### src/rtl/core/bsft_pkg.sv
`timescale 1ns / 1ps
// ----------------------------------------------------------------------------
// bsft_pkg
// Shared widths, register indexes, reset values and the fade arithmetic of
// the bouncing scanner with a fading trail.
// ----------------------------------------------------------------------------
package bsft_pkg;

   localparam int LED_COUNT_DEFAULT = 16;

   localparam int PIXEL_INDEX_W = 6;
   localparam int CHAN_W        = 8;
   localparam int PIXEL_W       = 3 * CHAN_W;
   localparam int FADE_W        = 9;
   localparam int STEPS_W       = 5;
   localparam int CSR_ADDR_W    = 3;
   localparam int CSR_DATA_W    = 9;

   // Register indexes on the configuration port.
   localparam logic [CSR_ADDR_W-1:0] REG_FADE_FACTOR    = 3'd0;
   localparam logic [CSR_ADDR_W-1:0] REG_STEPS_PER_TICK = 3'd1;
   localparam logic [CSR_ADDR_W-1:0] REG_COLOR_RED      = 3'd2;
   localparam logic [CSR_ADDR_W-1:0] REG_COLOR_GREEN    = 3'd3;
   localparam logic [CSR_ADDR_W-1:0] REG_COLOR_BLUE     = 3'd4;

   // Reset values; a fade of 179 is roughly 0.7 in Q1.8.
   localparam logic [FADE_W-1:0]  FADE_FACTOR_RESET    = 9'd179;
   localparam logic [STEPS_W-1:0] STEPS_PER_TICK_RESET = 5'd1;
   localparam logic [CHAN_W-1:0]  COLOR_RED_RESET      = 8'd255;
   localparam logic [CHAN_W-1:0]  COLOR_GREEN_RESET    = 8'd0;
   localparam logic [CHAN_W-1:0]  COLOR_BLUE_RESET     = 8'd0;

   // One colour channel times the Q1.8 factor, truncated and saturated.
   function automatic logic [CHAN_W-1:0] fade_chan(input logic [CHAN_W-1:0] value,
                                                   input logic [FADE_W-1:0] factor);
      logic [CHAN_W+FADE_W-1:0] prod;
      prod = {{FADE_W{1'b0}}, value} * {{CHAN_W{1'b0}}, factor};
      if (prod[CHAN_W+FADE_W-1]) begin
         fade_chan = {CHAN_W{1'b1}};
      end else begin
         fade_chan = prod[CHAN_W+FADE_W-2:CHAN_W];
      end
   endfunction

endpackage

### src/rtl/core/bsft_ram.sv
`timescale 1ns / 1ps
// ----------------------------------------------------------------------------
// bsft_ram
// Generic single-clock RAM with one write port and one registered read port.
// ----------------------------------------------------------------------------
module bsft_ram #(
   parameter int WIDTH  = 24,
   parameter int DEPTH  = 16,
   parameter int ADDR_W = $clog2(DEPTH)
) (
   input  logic              clock,
   input  logic              wr_en,
   input  logic [ADDR_W-1:0] wr_addr,
   input  logic [WIDTH-1:0]  wr_data,
   input  logic              rd_en,
   input  logic [ADDR_W-1:0] rd_addr,
   output logic [WIDTH-1:0]  rd_data
);

   logic [WIDTH-1:0] mem_ff [DEPTH];
   logic [WIDTH-1:0] rd_data_ff;

   always_ff @(posedge clock) begin
      if (wr_en) begin
         mem_ff[wr_addr] <= wr_data;
      end
      if (rd_en) begin
         rd_data_ff <= mem_ff[rd_addr];
      end
   end

   assign rd_data = rd_data_ff;

endmodule

### src/rtl/core/bouncing_scanner_fade_trail.sv
`timescale 1ns / 1ps
// ----------------------------------------------------------------------------
// bouncing_scanner_fade_trail
// Bouncing LED scanner whose trail fades on every step; streams the strip.
// ----------------------------------------------------------------------------
// Usage: each transfer on the req_ channel is one command. With req_restart
// low it is a tick: the head moves steps_per_tick places, bouncing at both
// ends of the strip, and on every step all stored pixels are scaled by the
// Q1.8 fade factor before the head pixel is painted with the configured
// colour. With req_restart high the head returns to pixel 0, moving up, and
// pixel 0 is painted. Either way the whole strip is then streamed on the rsp_
// channel as LED_COUNT transfers in index order, the last one flagged.
// Sequence: a step is a head update followed by one read-modify-write sweep
// of the pixel RAM at one pixel a cycle; streaming reads every pixel
// through the RAM's registered port, in a fetch state and then a load state.
// A new command is taken once the final pixel sits in the output register.
// A stalled receiver simply holds the stream. Reset clears the pixels (via
// per-entry valid bits, no clearing pass), the head and the registers.
// The user writes csr_ registers only while idle; the block does not check.
// ----------------------------------------------------------------------------
module bouncing_scanner_fade_trail #(
   parameter int LED_COUNT = bsft_pkg::LED_COUNT_DEFAULT
) (
   input  logic                                clock,
   input  logic                                reset,
   // Command channel
   input  logic                                req_valid,
   output logic                                req_ready,
   input  logic                                req_restart,
   // Pixel stream
   output logic                                rsp_valid,
   input  logic                                rsp_ready,
   output logic [bsft_pkg::PIXEL_INDEX_W-1:0]  rsp_pixel_index,
   output logic [bsft_pkg::CHAN_W-1:0]         rsp_red,
   output logic [bsft_pkg::CHAN_W-1:0]         rsp_green,
   output logic [bsft_pkg::CHAN_W-1:0]         rsp_blue,
   output logic                                rsp_last_pixel,
   // Configuration writes
   input  logic                                csr_wr_en,
   input  logic [bsft_pkg::CSR_ADDR_W-1:0]     csr_addr,
   input  logic [bsft_pkg::CSR_DATA_W-1:0]     csr_wdata
);

   localparam int IDX_W = $clog2(LED_COUNT);
   localparam int CNT_W = $clog2(LED_COUNT + 1);

   localparam logic [IDX_W-1:0] IDX_LAST   = IDX_W'(LED_COUNT - 1);
   localparam logic [IDX_W-1:0] IDX_BOUNCE = IDX_W'(LED_COUNT - 2);
   localparam logic [CNT_W-1:0] CNT_FULL   = CNT_W'(LED_COUNT);
   localparam logic [CNT_W-1:0] CNT_LAST   = CNT_W'(LED_COUNT - 1);

   typedef enum logic [4:0] {
      ST_IDLE    = 5'b00001,
      ST_STEP    = 5'b00010,
      ST_FADE    = 5'b00100,
      ST_EMIT_RD = 5'b01000,
      ST_EMIT_LD = 5'b10000
   } state_type;

   // Configuration registers.
   logic [bsft_pkg::FADE_W-1:0]  fade_factor_ff;
   logic [bsft_pkg::STEPS_W-1:0] steps_per_tick_ff;
   logic [bsft_pkg::CHAN_W-1:0]  color_red_ff, color_green_ff, color_blue_ff;

   // Sequencer state.
   state_type                    state_ff, state_in;
   logic [CNT_W-1:0]             cnt_ff, cnt_in;
   logic [bsft_pkg::STEPS_W-1:0] steps_left_ff, steps_left_in;
   logic [IDX_W-1:0]             head_ff, head_in;
   logic                         moving_down_ff, moving_down_in;
   logic [LED_COUNT-1:0]         valid_ff, valid_in;
   logic                         rd_valid_ff;

   // Output register.
   logic                               rsp_valid_ff, rsp_valid_in;
   logic [bsft_pkg::PIXEL_INDEX_W-1:0] rsp_pixel_index_ff;
   logic [bsft_pkg::PIXEL_W-1:0]       rsp_pixel_ff;
   logic                               rsp_last_ff;

   // RAM ports.
   logic                         ram_wr_en;
   logic [IDX_W-1:0]             ram_wr_addr;
   logic [bsft_pkg::PIXEL_W-1:0] ram_wr_data;
   logic                         ram_rd_en;
   logic [IDX_W-1:0]             ram_rd_addr;
   logic [bsft_pkg::PIXEL_W-1:0] ram_rd_data;

   logic                         req_xfer;
   logic                         out_free;
   logic [IDX_W-1:0]             cnt_idx;
   logic [IDX_W-1:0]             sweep_wr_idx;
   logic [bsft_pkg::PIXEL_W-1:0] pixel_rd;
   logic [bsft_pkg::PIXEL_W-1:0] pixel_faded;
   logic [bsft_pkg::PIXEL_W-1:0] head_colour;

   assign req_ready = (state_ff == ST_IDLE);
   assign req_xfer  = req_valid && req_ready;
   assign out_free  = !rsp_valid_ff || rsp_ready;

   assign cnt_idx      = cnt_ff[IDX_W-1:0];
   assign sweep_wr_idx = IDX_W'(cnt_ff - CNT_W'(1));
   assign head_colour  = {color_red_ff, color_green_ff, color_blue_ff};

   // Entries never written since reset read as black.
   assign pixel_rd = rd_valid_ff ? ram_rd_data : '0;

   assign pixel_faded = {
      bsft_pkg::fade_chan(pixel_rd[3*bsft_pkg::CHAN_W-1:2*bsft_pkg::CHAN_W],
                          fade_factor_ff),
      bsft_pkg::fade_chan(pixel_rd[2*bsft_pkg::CHAN_W-1:bsft_pkg::CHAN_W],
                          fade_factor_ff),
      bsft_pkg::fade_chan(pixel_rd[bsft_pkg::CHAN_W-1:0], fade_factor_ff)
   };

   // Configuration port.
   always_ff @(posedge clock) begin
      if (reset) begin
         fade_factor_ff    <= bsft_pkg::FADE_FACTOR_RESET;
         steps_per_tick_ff <= bsft_pkg::STEPS_PER_TICK_RESET;
         color_red_ff      <= bsft_pkg::COLOR_RED_RESET;
         color_green_ff    <= bsft_pkg::COLOR_GREEN_RESET;
         color_blue_ff     <= bsft_pkg::COLOR_BLUE_RESET;
      end else if (csr_wr_en) begin
         case (csr_addr)
            bsft_pkg::REG_FADE_FACTOR: begin
               fade_factor_ff <= csr_wdata;
            end
            bsft_pkg::REG_STEPS_PER_TICK: begin
               steps_per_tick_ff <= csr_wdata[bsft_pkg::STEPS_W-1:0];
            end
            bsft_pkg::REG_COLOR_RED: begin
               color_red_ff <= csr_wdata[bsft_pkg::CHAN_W-1:0];
            end
            bsft_pkg::REG_COLOR_GREEN: begin
               color_green_ff <= csr_wdata[bsft_pkg::CHAN_W-1:0];
            end
            bsft_pkg::REG_COLOR_BLUE: begin
               color_blue_ff <= csr_wdata[bsft_pkg::CHAN_W-1:0];
            end
            default: begin
            end
         endcase
      end
   end

   // Sequencer. A step sweeps the RAM: the read of pixel cnt overlaps the
   // write-back of pixel cnt-1, so the two never touch the same entry.
   always_comb begin
      state_in       = state_ff;
      cnt_in         = cnt_ff;
      steps_left_in  = steps_left_ff;
      head_in        = head_ff;
      moving_down_in = moving_down_ff;
      rsp_valid_in   = rsp_valid_ff && !rsp_ready;
      ram_wr_en      = 1'b0;
      ram_wr_addr    = sweep_wr_idx;
      ram_wr_data    = pixel_faded;
      ram_rd_en      = 1'b0;
      ram_rd_addr    = cnt_idx;

      case (state_ff)
         ST_IDLE: begin
            if (req_xfer) begin
               cnt_in = '0;
               if (req_restart) begin
                  // Restart paints pixel 0 straight away and streams.
                  head_in        = '0;
                  moving_down_in = 1'b0;
                  ram_wr_en      = 1'b1;
                  ram_wr_addr    = '0;
                  ram_wr_data    = head_colour;
                  state_in       = ST_EMIT_RD;
               end else if (steps_per_tick_ff == '0) begin
                  state_in = ST_EMIT_RD;
               end else begin
                  steps_left_in = steps_per_tick_ff;
                  state_in      = ST_STEP;
               end
            end
         end
         ST_STEP: begin
            // Move the head one place, bouncing at both ends.
            if (moving_down_ff) begin
               if (head_ff == '0) begin
                  head_in        = IDX_W'(1);
                  moving_down_in = 1'b0;
               end else begin
                  head_in = head_ff - IDX_W'(1);
               end
            end else if (head_ff == IDX_LAST) begin
               head_in        = IDX_BOUNCE;
               moving_down_in = 1'b1;
            end else begin
               head_in = head_ff + IDX_W'(1);
            end
            cnt_in   = '0;
            state_in = ST_FADE;
         end
         ST_FADE: begin
            ram_rd_en = (cnt_ff != CNT_FULL);
            if (cnt_ff != '0) begin
               ram_wr_en = 1'b1;
               if (sweep_wr_idx == head_ff) begin
                  ram_wr_data = head_colour;
               end
            end
            if (cnt_ff == CNT_FULL) begin
               cnt_in        = '0;
               steps_left_in = steps_left_ff - bsft_pkg::STEPS_W'(1);
               if (steps_left_ff == bsft_pkg::STEPS_W'(1)) begin
                  state_in = ST_EMIT_RD;
               end else begin
                  state_in = ST_STEP;
               end
            end else begin
               cnt_in = cnt_ff + CNT_W'(1);
            end
         end
         ST_EMIT_RD: begin
            // Fetch the next pixel only when the output register will be
            // free to take it in the following cycle.
            if (out_free) begin
               ram_rd_en = 1'b1;
               state_in  = ST_EMIT_LD;
            end
         end
         ST_EMIT_LD: begin
            rsp_valid_in = 1'b1;
            if (cnt_ff == CNT_LAST) begin
               state_in = ST_IDLE;
            end else begin
               cnt_in   = cnt_ff + CNT_W'(1);
               state_in = ST_EMIT_RD;
            end
         end
         default: begin
            state_in = ST_IDLE;
         end
      endcase
   end

   always_comb begin
      valid_in = valid_ff;
      if (ram_wr_en) begin
         valid_in[ram_wr_addr] = 1'b1;
      end
   end

   always_ff @(posedge clock) begin
      if (reset) begin
         state_ff       <= ST_IDLE;
         cnt_ff         <= '0;
         steps_left_ff  <= '0;
         head_ff        <= '0;
         moving_down_ff <= 1'b0;
         valid_ff       <= '0;
         rsp_valid_ff   <= 1'b0;
         rd_valid_ff    <= 1'b0;
      end else begin
         state_ff       <= state_in;
         cnt_ff         <= cnt_in;
         steps_left_ff  <= steps_left_in;
         head_ff        <= head_in;
         moving_down_ff <= moving_down_in;
         valid_ff       <= valid_in;
         rsp_valid_ff   <= rsp_valid_in;
         if (ram_rd_en) begin
            rd_valid_ff <= valid_ff[ram_rd_addr];
         end
      end
   end

   // Output payload, loaded with the pixel fetched in the previous cycle.
   always_ff @(posedge clock) begin
      if (state_ff == ST_EMIT_LD) begin
         rsp_pixel_index_ff <= bsft_pkg::PIXEL_INDEX_W'(cnt_idx);
         rsp_pixel_ff       <= pixel_rd;
         rsp_last_ff        <= (cnt_ff == CNT_LAST);
      end
   end

   bsft_ram #(
      .WIDTH (bsft_pkg::PIXEL_W),
      .DEPTH (LED_COUNT)
   ) u_pixel_ram (
      .clock   (clock),
      .wr_en   (ram_wr_en),
      .wr_addr (ram_wr_addr),
      .wr_data (ram_wr_data),
      .rd_en   (ram_rd_en),
      .rd_addr (ram_rd_addr),
      .rd_data (ram_rd_data)
   );

   assign rsp_valid       = rsp_valid_ff;
   assign rsp_pixel_index = rsp_pixel_index_ff;
   assign rsp_red         = rsp_pixel_ff[3*bsft_pkg::CHAN_W-1:2*bsft_pkg::CHAN_W];
   assign rsp_green       = rsp_pixel_ff[2*bsft_pkg::CHAN_W-1:bsft_pkg::CHAN_W];
   assign rsp_blue        = rsp_pixel_ff[bsft_pkg::CHAN_W-1:0];
   assign rsp_last_pixel  = rsp_last_ff;

   // The head never leaves the strip.
   assert property (@(posedge clock) disable iff (reset)
      head_ff <= IDX_LAST)
      else $error("head position beyond the strip");

   // A restart transfer lands the head on pixel 0, moving up, ready to stream.
   assert property (@(posedge clock) disable iff (reset)
      req_xfer && req_restart |=> head_ff == '0 && !moving_down_ff &&
                                  state_ff == ST_EMIT_RD)
      else $error("restart did not reinitialise the head");

   // A pixel is only loaded into an output register that is free.
   assert property (@(posedge clock) disable iff (reset)
      state_ff == ST_EMIT_LD |-> !rsp_valid_ff)
      else $error("pixel loaded over a pending output");

   // The sweep never writes beyond the strip.
   assert property (@(posedge clock) disable iff (reset)
      ram_wr_en |-> ram_wr_addr <= IDX_LAST)
      else $error("pixel RAM write out of range");

endmodule
### config.mk
export PLATFORM = sky130hd
export DESIGN_NAME = bouncing_scanner_fade_trail
export DESIGN_NICKNAME = d
export VERILOG_FILES = /design/src/rtl/core/bsft_pkg.sv /design/src/rtl/core/bsft_ram.sv /design/src/rtl/core/bouncing_scanner_fade_trail.sv
export SDC_FILE = /design/constraint.sdc
export NUM_CORES = 1
export LEC_CHECK = 0
export BUFFER_PORTS_ARGS = -buffer_cell sky130_fd_sc_hd__buf_2
export CAP_MARGIN = 25
export CELL_PAD_IN_SITES_DETAIL_PLACEMENT = 1
export CELL_PAD_IN_SITES_GLOBAL_PLACEMENT = 2
export CORE_MARGIN = 5
export CORE_UTILIZATION = 46
export CTS_CLUSTER_SIZE = 40
export DETAILED_ROUTE_END_ITERATION = 7
export PLACE_DENSITY = 0.81
export SETUP_SLACK_MARGIN = 0.2
export SLEW_MARGIN = 5
export SYNTH_ARGS = -nofsm -noshare
export SYNTH_HDL_FRONTEND = slang
export SYNTH_HIERARCHICAL = 1
export SYNTH_SLANG_ARGS = --single-unit
### constraint.sdc
create_clock -name clock -period 7.4 [get_ports clock]
set_clock_uncertainty 0.1 [all_clocks]
set_input_delay 1.11 -clock clock [delete_from_list [all_inputs] [get_ports clock]]
set_output_delay 1.11 -clock clock [all_outputs]
set_load 0.02 [all_outputs]
Word-level counts from Yosys, hierarchy flattened
Memory sizes are Yosys's and may differ from the RTL's. A register that Yosys moved wholly into a read port is not among the register bits.
Cells that the tools add are included.
{ "totals": {"ff_bits": 105, "mem_bits_rw": 384, "input_bits": 18, "output_inout_bits": 33, "elab_cells": 127, "mem_count": 1} }
{ "mem_list": {"columns": ["memory", "words", "width", "rd", "rd_clocked_by_memory_dff", "write_ports", "line", "source"], "rows": [
  ["u_pixel_ram.mem_ff", 16, 24, 1, 1, 1, "bsft_ram.sv:20", "logic [WIDTH-1:0] mem_ff [DEPTH];"]
]} }
{ "classes": {"addsub": 5, "mul": 3, "order_cmp": 3, "eq_ne": 22, "muxes": 54, "bitwise": 1, "reduce_logical": 22} }
{ "ops": {"columns": ["operator", "n"], "rows": [
  ["24-bit 2-to-1 mux", 5],
  ["8-bit by 9-bit multiplier with 17-bit output", 3],
  ["5-bit 2-to-1 mux", 10],
  ["4-bit 2-to-1 mux", 12],
  ["24-bit case mux with 2 select lines", 1],
  ["5-bit case mux with 5 select lines", 1],
  ["8-bit 2-to-1 mux", 3],
  ["5-bit case mux with 4 select lines", 1],
  ["16-bit OR", 1],
  ["1-bit 2-to-1 mux", 14],
  ["5-bit by 1-bit equality test with 1-bit output, second input constant", 2],
  ["5-bit by 4-bit equality test with 1-bit output, second input constant", 2],
  ["5-bit equality test, second input constant", 2],
  ["4-bit by 5-bit less-than comparator with 1-bit output, second input constant", 2],
  ["2-bit inequality test, second input constant", 5],
  ["5-bit case mux with 2 select lines", 1],
  ["2-bit AND reduction", 5],
  ["3-bit AND reduction", 3],
  ["4-bit case mux with 2 select lines", 1],
  ["4-bit by 1-bit subtractor with 4-bit output, second input constant", 2],
  ["3-bit by 2-bit equality test with 1-bit output, second input constant", 2],
  ["1-bit case mux with 2 select lines", 3],
  ["5-bit by 1-bit adder with 5-bit output, second input constant", 1],
  ["5-bit by 2-bit equality test with 1-bit output, second input constant", 1],
  ["other kinds (22)", 27]
]} }

Depth between registers and ports, before layout
{ "depth": {"word_depth": 9, "mapped_depth": 20, "mapped_depth_nobuf": 16} }

Hierarchy
Netlist, hierarchy kept.
{ "by_module_without_submodules": {"columns": ["module", "instances", "cells_each", "area_each_um2", "seq_area_each_um2"], "rows": [
  ["bsft_ram", 1, 636, 15170.8, 12251.8],
  ["bouncing_scanner_fade_trail", 1, 1325, 11624.9, 2392.3]
]} }

Least setup slack after synthesis
No wires, ideal clock.
{ "synth_path": {"path_type": "register to register", "start": "reg rd_valid_ff", "end": "mem u_pixel_ram.mem_ff[0][0] (data pin)", "setup_ns": 0.303, "t_arrival_ns": 5.125, "t_required_ns": 6.997, "setup_slack_ns": 1.872, "stages_incl_launch_ff": 18, "n_path_buf": 3, "synth_period_minus_slack_ns": 5.528, "cell_sequence": "dfxtp_1 -> buf_6 -> clkbuf_1 -> clkbuf_1 -> and3_1 -> fa_1 -> fa_1 -> fa_1 -> inv_1 -> fa_1 -> inv_1 -> ha_1 -> a21o_1 -> a21o_1 -> a311oi_1 -> o21bai_1 -> xnor2_2 -> a31oi_1"} }
{ "synth_via": {"elab_chain_cells": 6, "word_cells_on_any_way": 8, "cone_classes": "mul: 1; mux: 7"} }
{ "synth_lines": {"columns": ["item", "line", "source"], "rows": [
  ["start: declaration", "bouncing_scanner_fade_trail.sv:72", "logic rd_valid_ff;"],
  ["start signal: assignment", "bouncing_scanner_fade_trail.sv:268", "rd_valid_ff <= valid_ff[ram_rd_addr];"],
  ["24-bit 2-to-1 mux *", "bouncing_scanner_fade_trail.sv:105", "assign pixel_rd = rd_valid_ff ? ram_rd_data : '0;"],
  ["8-bit by 9-bit multiplier with 17-bit output *", "bsft_pkg.sv:37", "prod = {{FADE_W{1'b0}}, value} * {{CHAN_W{1'b0}}, factor};"],
  ["8-bit 2-to-1 mux *", "bsft_pkg.sv:38", "if (prod[CHAN_W+FADE_W-1]) begin"],
  ["24-bit 2-to-1 mux, on equally long branches", "bouncing_scanner_fade_trail.sv:203, bouncing_scanner_fade_trail.sv:165", null],
  ["24-bit 2-to-1 mux, on equally long branches", "bouncing_scanner_fade_trail.sv:201, bouncing_scanner_fade_trail.sv:163", null],
  ["24-bit case mux with 2 select lines *", "bouncing_scanner_fade_trail.sv:161", "case (state_ff)"],
  ["net ram_wr_data, one bit", "bouncing_scanner_fade_trail.sv:83", "logic [bsft_pkg::PIXEL_W-1:0] ram_wr_data;"],
  ["end: declaration", "bsft_ram.sv:20", null]
]} }
The timed path passes the listed nets; every way through them passes the cells marked *.

Worst setup path in the final report
{ "layout_path": {"start": "reg rd_valid_ff", "end": "mem u_pixel_ram.mem_ff[5][8] (data pin)"} }
Same word-level chain as after synthesis.

==> impl_metrics.py <==
metrics = {
    "clock_tree": {
        "cts_sinks": 513,
        "cts_tree": "built",
        "h-tree-depth": 2,
        "root_buffer": "clkbuf_16",
        "clk_latency_ns": 0.61,
        "clkTransAtPathRegs_ns": 0.07,
        "post_cts_buffers": 0,
        "cts_buffer_depth": 3,
        "ctsHoldBuffers": 0,
        "cts_buffers": 54,
        "cts_resized": 0,
    },
    "logic_synthesis": {
        "ys_types": 74,
        "syn_inst": 1961,
        "avgSynthCellArea_um2": 13.7,
        "yosys_warnings": 6,
        "synth_edf_count": 437,
        "synthesis.area_um2": 26800,
        "ys_seq_area_share_pct": 54.7,
        "synth-async-reset-ratio_pct": 0,
        "ys.flop_type": "edfxtp_1",
        "synth-seq-cells": 513,
    },
    "place": {
        "hpwl_um": 45000,
        "port-buffer-count": 48,
        "place_inst": 2722,
        "dpl-instance-area_um2": 28000,
        "gp_congestion": 0.820,
    },
    "setup_path": {
        "critPathArrivalTime_ns": 6.75,
        "crit_chain": "buf_4 -> and3_1 -> fa_1 -> fa_1 -> fa_1 -> inv_1 -> fa_1 -> inv_1 -> ha_1 -> a21oi_1 -> o21ai_1 -> a2111oi_0 -> a21oi_1 -> xnor2_1 -> a31oi_1 -> buf_4",
        "reg2reg_depth": 16,
        "critPathLaunchType": "flop",
        "critPathKind": "reg -> reg",
        "critical_path.endpoint_type": "flop",
        "cp_max_fo": 112,
        "crit_top_cell": "fa_1",
        "max_stage_delay_ns": 0.92,
        "worst_path_max_delay_cell": "dfxtp_4",
        "required_ns": 7.66,
    },
    "route": {
        "viasPerCell": 5.88,
        "ant_nets": 0,
        "drt_wl_total_um": 70700,
        "drc": 0,
        "first_pass_iters": 5,
        "wl_per_cell_um": 25.0,
        "via_count": 16600,
        "drt_first_iter_violations": 1367,
    },
    "die": {
        "dieWidth_um": 251,
        "core.rowCount": 88,
        "io_pins": 51,
        "die_y_um": 251,
        "core_region_area_um2": 57700,
        "initial_core_util_pct": 46.4,
        "die_area_um2": 63200,
    },
    "final_layout": {
        "areaGrowthSynthToFinish_pct": 11.1,
        "final_layout_size_suffix_gt1_share_pct": 15.9,
        "final_common_cell": "edfxtp_1",
        "nNetsFinal": 2273,
        "stdcell_count": 2826,
        "layout_common_cells": "437 x edfxtp_1, 180 x and3_1, 157 x inv_1",
        "diodes": 0,
        "design_area_um2": 29800,
    },
    "sta": {
        "fin_crit_sh_pct": 87.7,
        "period_needed_ns": 6.49,
        "fmax_mhz": 154,
        "slew_headroom_pct": 30.0,
        "slew_viol_final": 0,
        "rsz0062_at_grt": "no",
        "finalSetupTns_ns": 0,
        "hold_viol_final": 0,
        "fin_hold_ws_ns": 0.356,
        "worst_slew_pin_slew_ns": 1.05,
        "final-setup-viol-count": 0,
    },
    "power_and_ir_drop": {
        "peakVddDrop_mv": 0.162,
        "powerDensity_nw_per_um2": 213,
        "p_leak_nw": 12.1,
    },
    "global_route": {
        "grt_usage_pct": 22.7,
        "grt_max_degree": 113,
        "grt_pass1_vias": 17800,
        "grt_pass1_wl_um": 110000,
        "overflow": 0,
        "antenna_found_initial": 0,
    },
    "worst_hold_path": {
        "hold_path.class": "reg -> reg",
        "whs_path_depth": 2,
    },
    "outcome": {
        "status": "finished clean",
    },
    "flow_run": {
        "maxCapViolations": 0,
    },
}
[routing by layer]
layer / vias up / track usage (%) / wire length [um]
li1: 7356 / - / -
met3: 84 / 3.70 / 4380
met1: 8680 / 32.2 / 31000
met5: - / 0 / 0
met2: 507 / 37.3 / 33900
met4: 0 / 5.07 / 1440
[registers in the layout (all words and copies together), names as in the netlist]
name	flops
rd_valid_ff	1
cnt_ff	5
steps_per_tick_ff	5
state_ff	5
rsp_last_pixel	1
valid_ff	16
color_green_ff	8
color_red_ff	8
color_blue_ff	8
head_ff	4
u_pixel_ram/rd_data	24
rsp_pixel_index	4
rsp_pixel_ff	24
steps_left_ff	5
fade_factor_ff	9
moving_down_ff	1
rsp_valid	1
u_pixel_ram/mem_ff	384
[worst paths after layout]
check | startpoint | endpoint | slack (ns)
setup / recovery | rd_valid_ff$_SDFFE_PP0P_ | u_pixel_ram/mem_ff[5][8]$_DFFE_PP_ | 0.91
hold reg to reg | valid_ff[0]$_SDFFE_PP0P_ | valid_ff[0]$_SDFFE_PP0P_ | 0.36
setup reg to reg | rd_valid_ff$_SDFFE_PP0P_ | u_pixel_ram/mem_ff[5][8]$_DFFE_PP_ | 0.91
hold / removal | valid_ff[0]$_SDFFE_PP0P_ | valid_ff[0]$_SDFFE_PP0P_ | 0.36
[final cells by class]
cell class	instances	area [um^2]
Clock buffer	63	1390
Inverter	157	589
Timing Repair Buffer	109	693
Sequential cell	513	14700
Tap cell	765	957
Clock inverter	32	342
Fill cell	5732	27900
Multi-Input combinational cell	1187	11200
[cell usage after synthesis (11+ instances only)]
library cell / n / area, um^2
and3_1: 180 / 1130
mux2i_1: 11 / 110
nand2_1: 146 / 548
a21o_1: 11 / 82.6
xnor2_1: 14 / 123
a31oi_1: 28 / 175
o21ai_0: 19 / 95.1
mux4_2: 101 / 2270
inv_1: 157 / 589
fa_1: 123 / 2460
nor3_1: 22 / 110
nor2_1: 105 / 394
dfxtp_1: 76 / 1520
ha_1: 110 / 1380
xor2_1: 18 / 158
edfxtp_1: 437 / 13100
and2_1: 26 / 163
nor2b_1: 19 / 119
nand3_1: 14 / 70.1
clkbuf_1: 76 / 285
a21oi_1: 79 / 395
a22oi_1: 49 / 368
buf_2: 14 / 70.1
[critical path: cells and delay by family (launching register included)]
family / cells / cell delay, ns
compound gates: 5 / 1.26
simple gates: 1 / 0.22
fa+ha+maj: 5 / 2.26
xor+xnor: 1 / 0.64
buf+inv: 4 / 0.76
flops: 1 / 0.92
[power by group]
group          leakage [nW]  switching, mW  internal (mW)
clock                 0.845           1.14           1.55
combinational          6.52          0.261          0.164
sequential             4.70         0.0394           3.20
[stage by stage]
stage          worst slack, ns  power (mW)  utilization (%)
4_1_cts                  0.704        6.42             51.5
5_1_grt                  0.516        6.59             51.6
3_5_place_dp             0.774        3.72             48.5
3_3_place_gp              1.07        3.70             48.5
2_1_floorplan             1.87        3.58                -
6_report                 0.907        6.35             51.6
[cell families (layout without fill, tap and decap cells)]
kind of cell | count (synthesis) | in the layout | share of synthesized area (%)
and+or+nand+nor | 558 | 558 | 10.7
DFF | 513 | 513 | 54.7
buffers and inverters | 262 | 361 | 4.06
AOI/OAI and AO/OA | 249 | 249 | 6.22
adders and majority gates | 233 | 233 | 14.3
muxes | 112 | 112 | 8.90
xor gates and xnor gates | 33 | 33 | 1.11
other | 1 | 2 | 0.0140
Power figures use the tool's default switching activity.
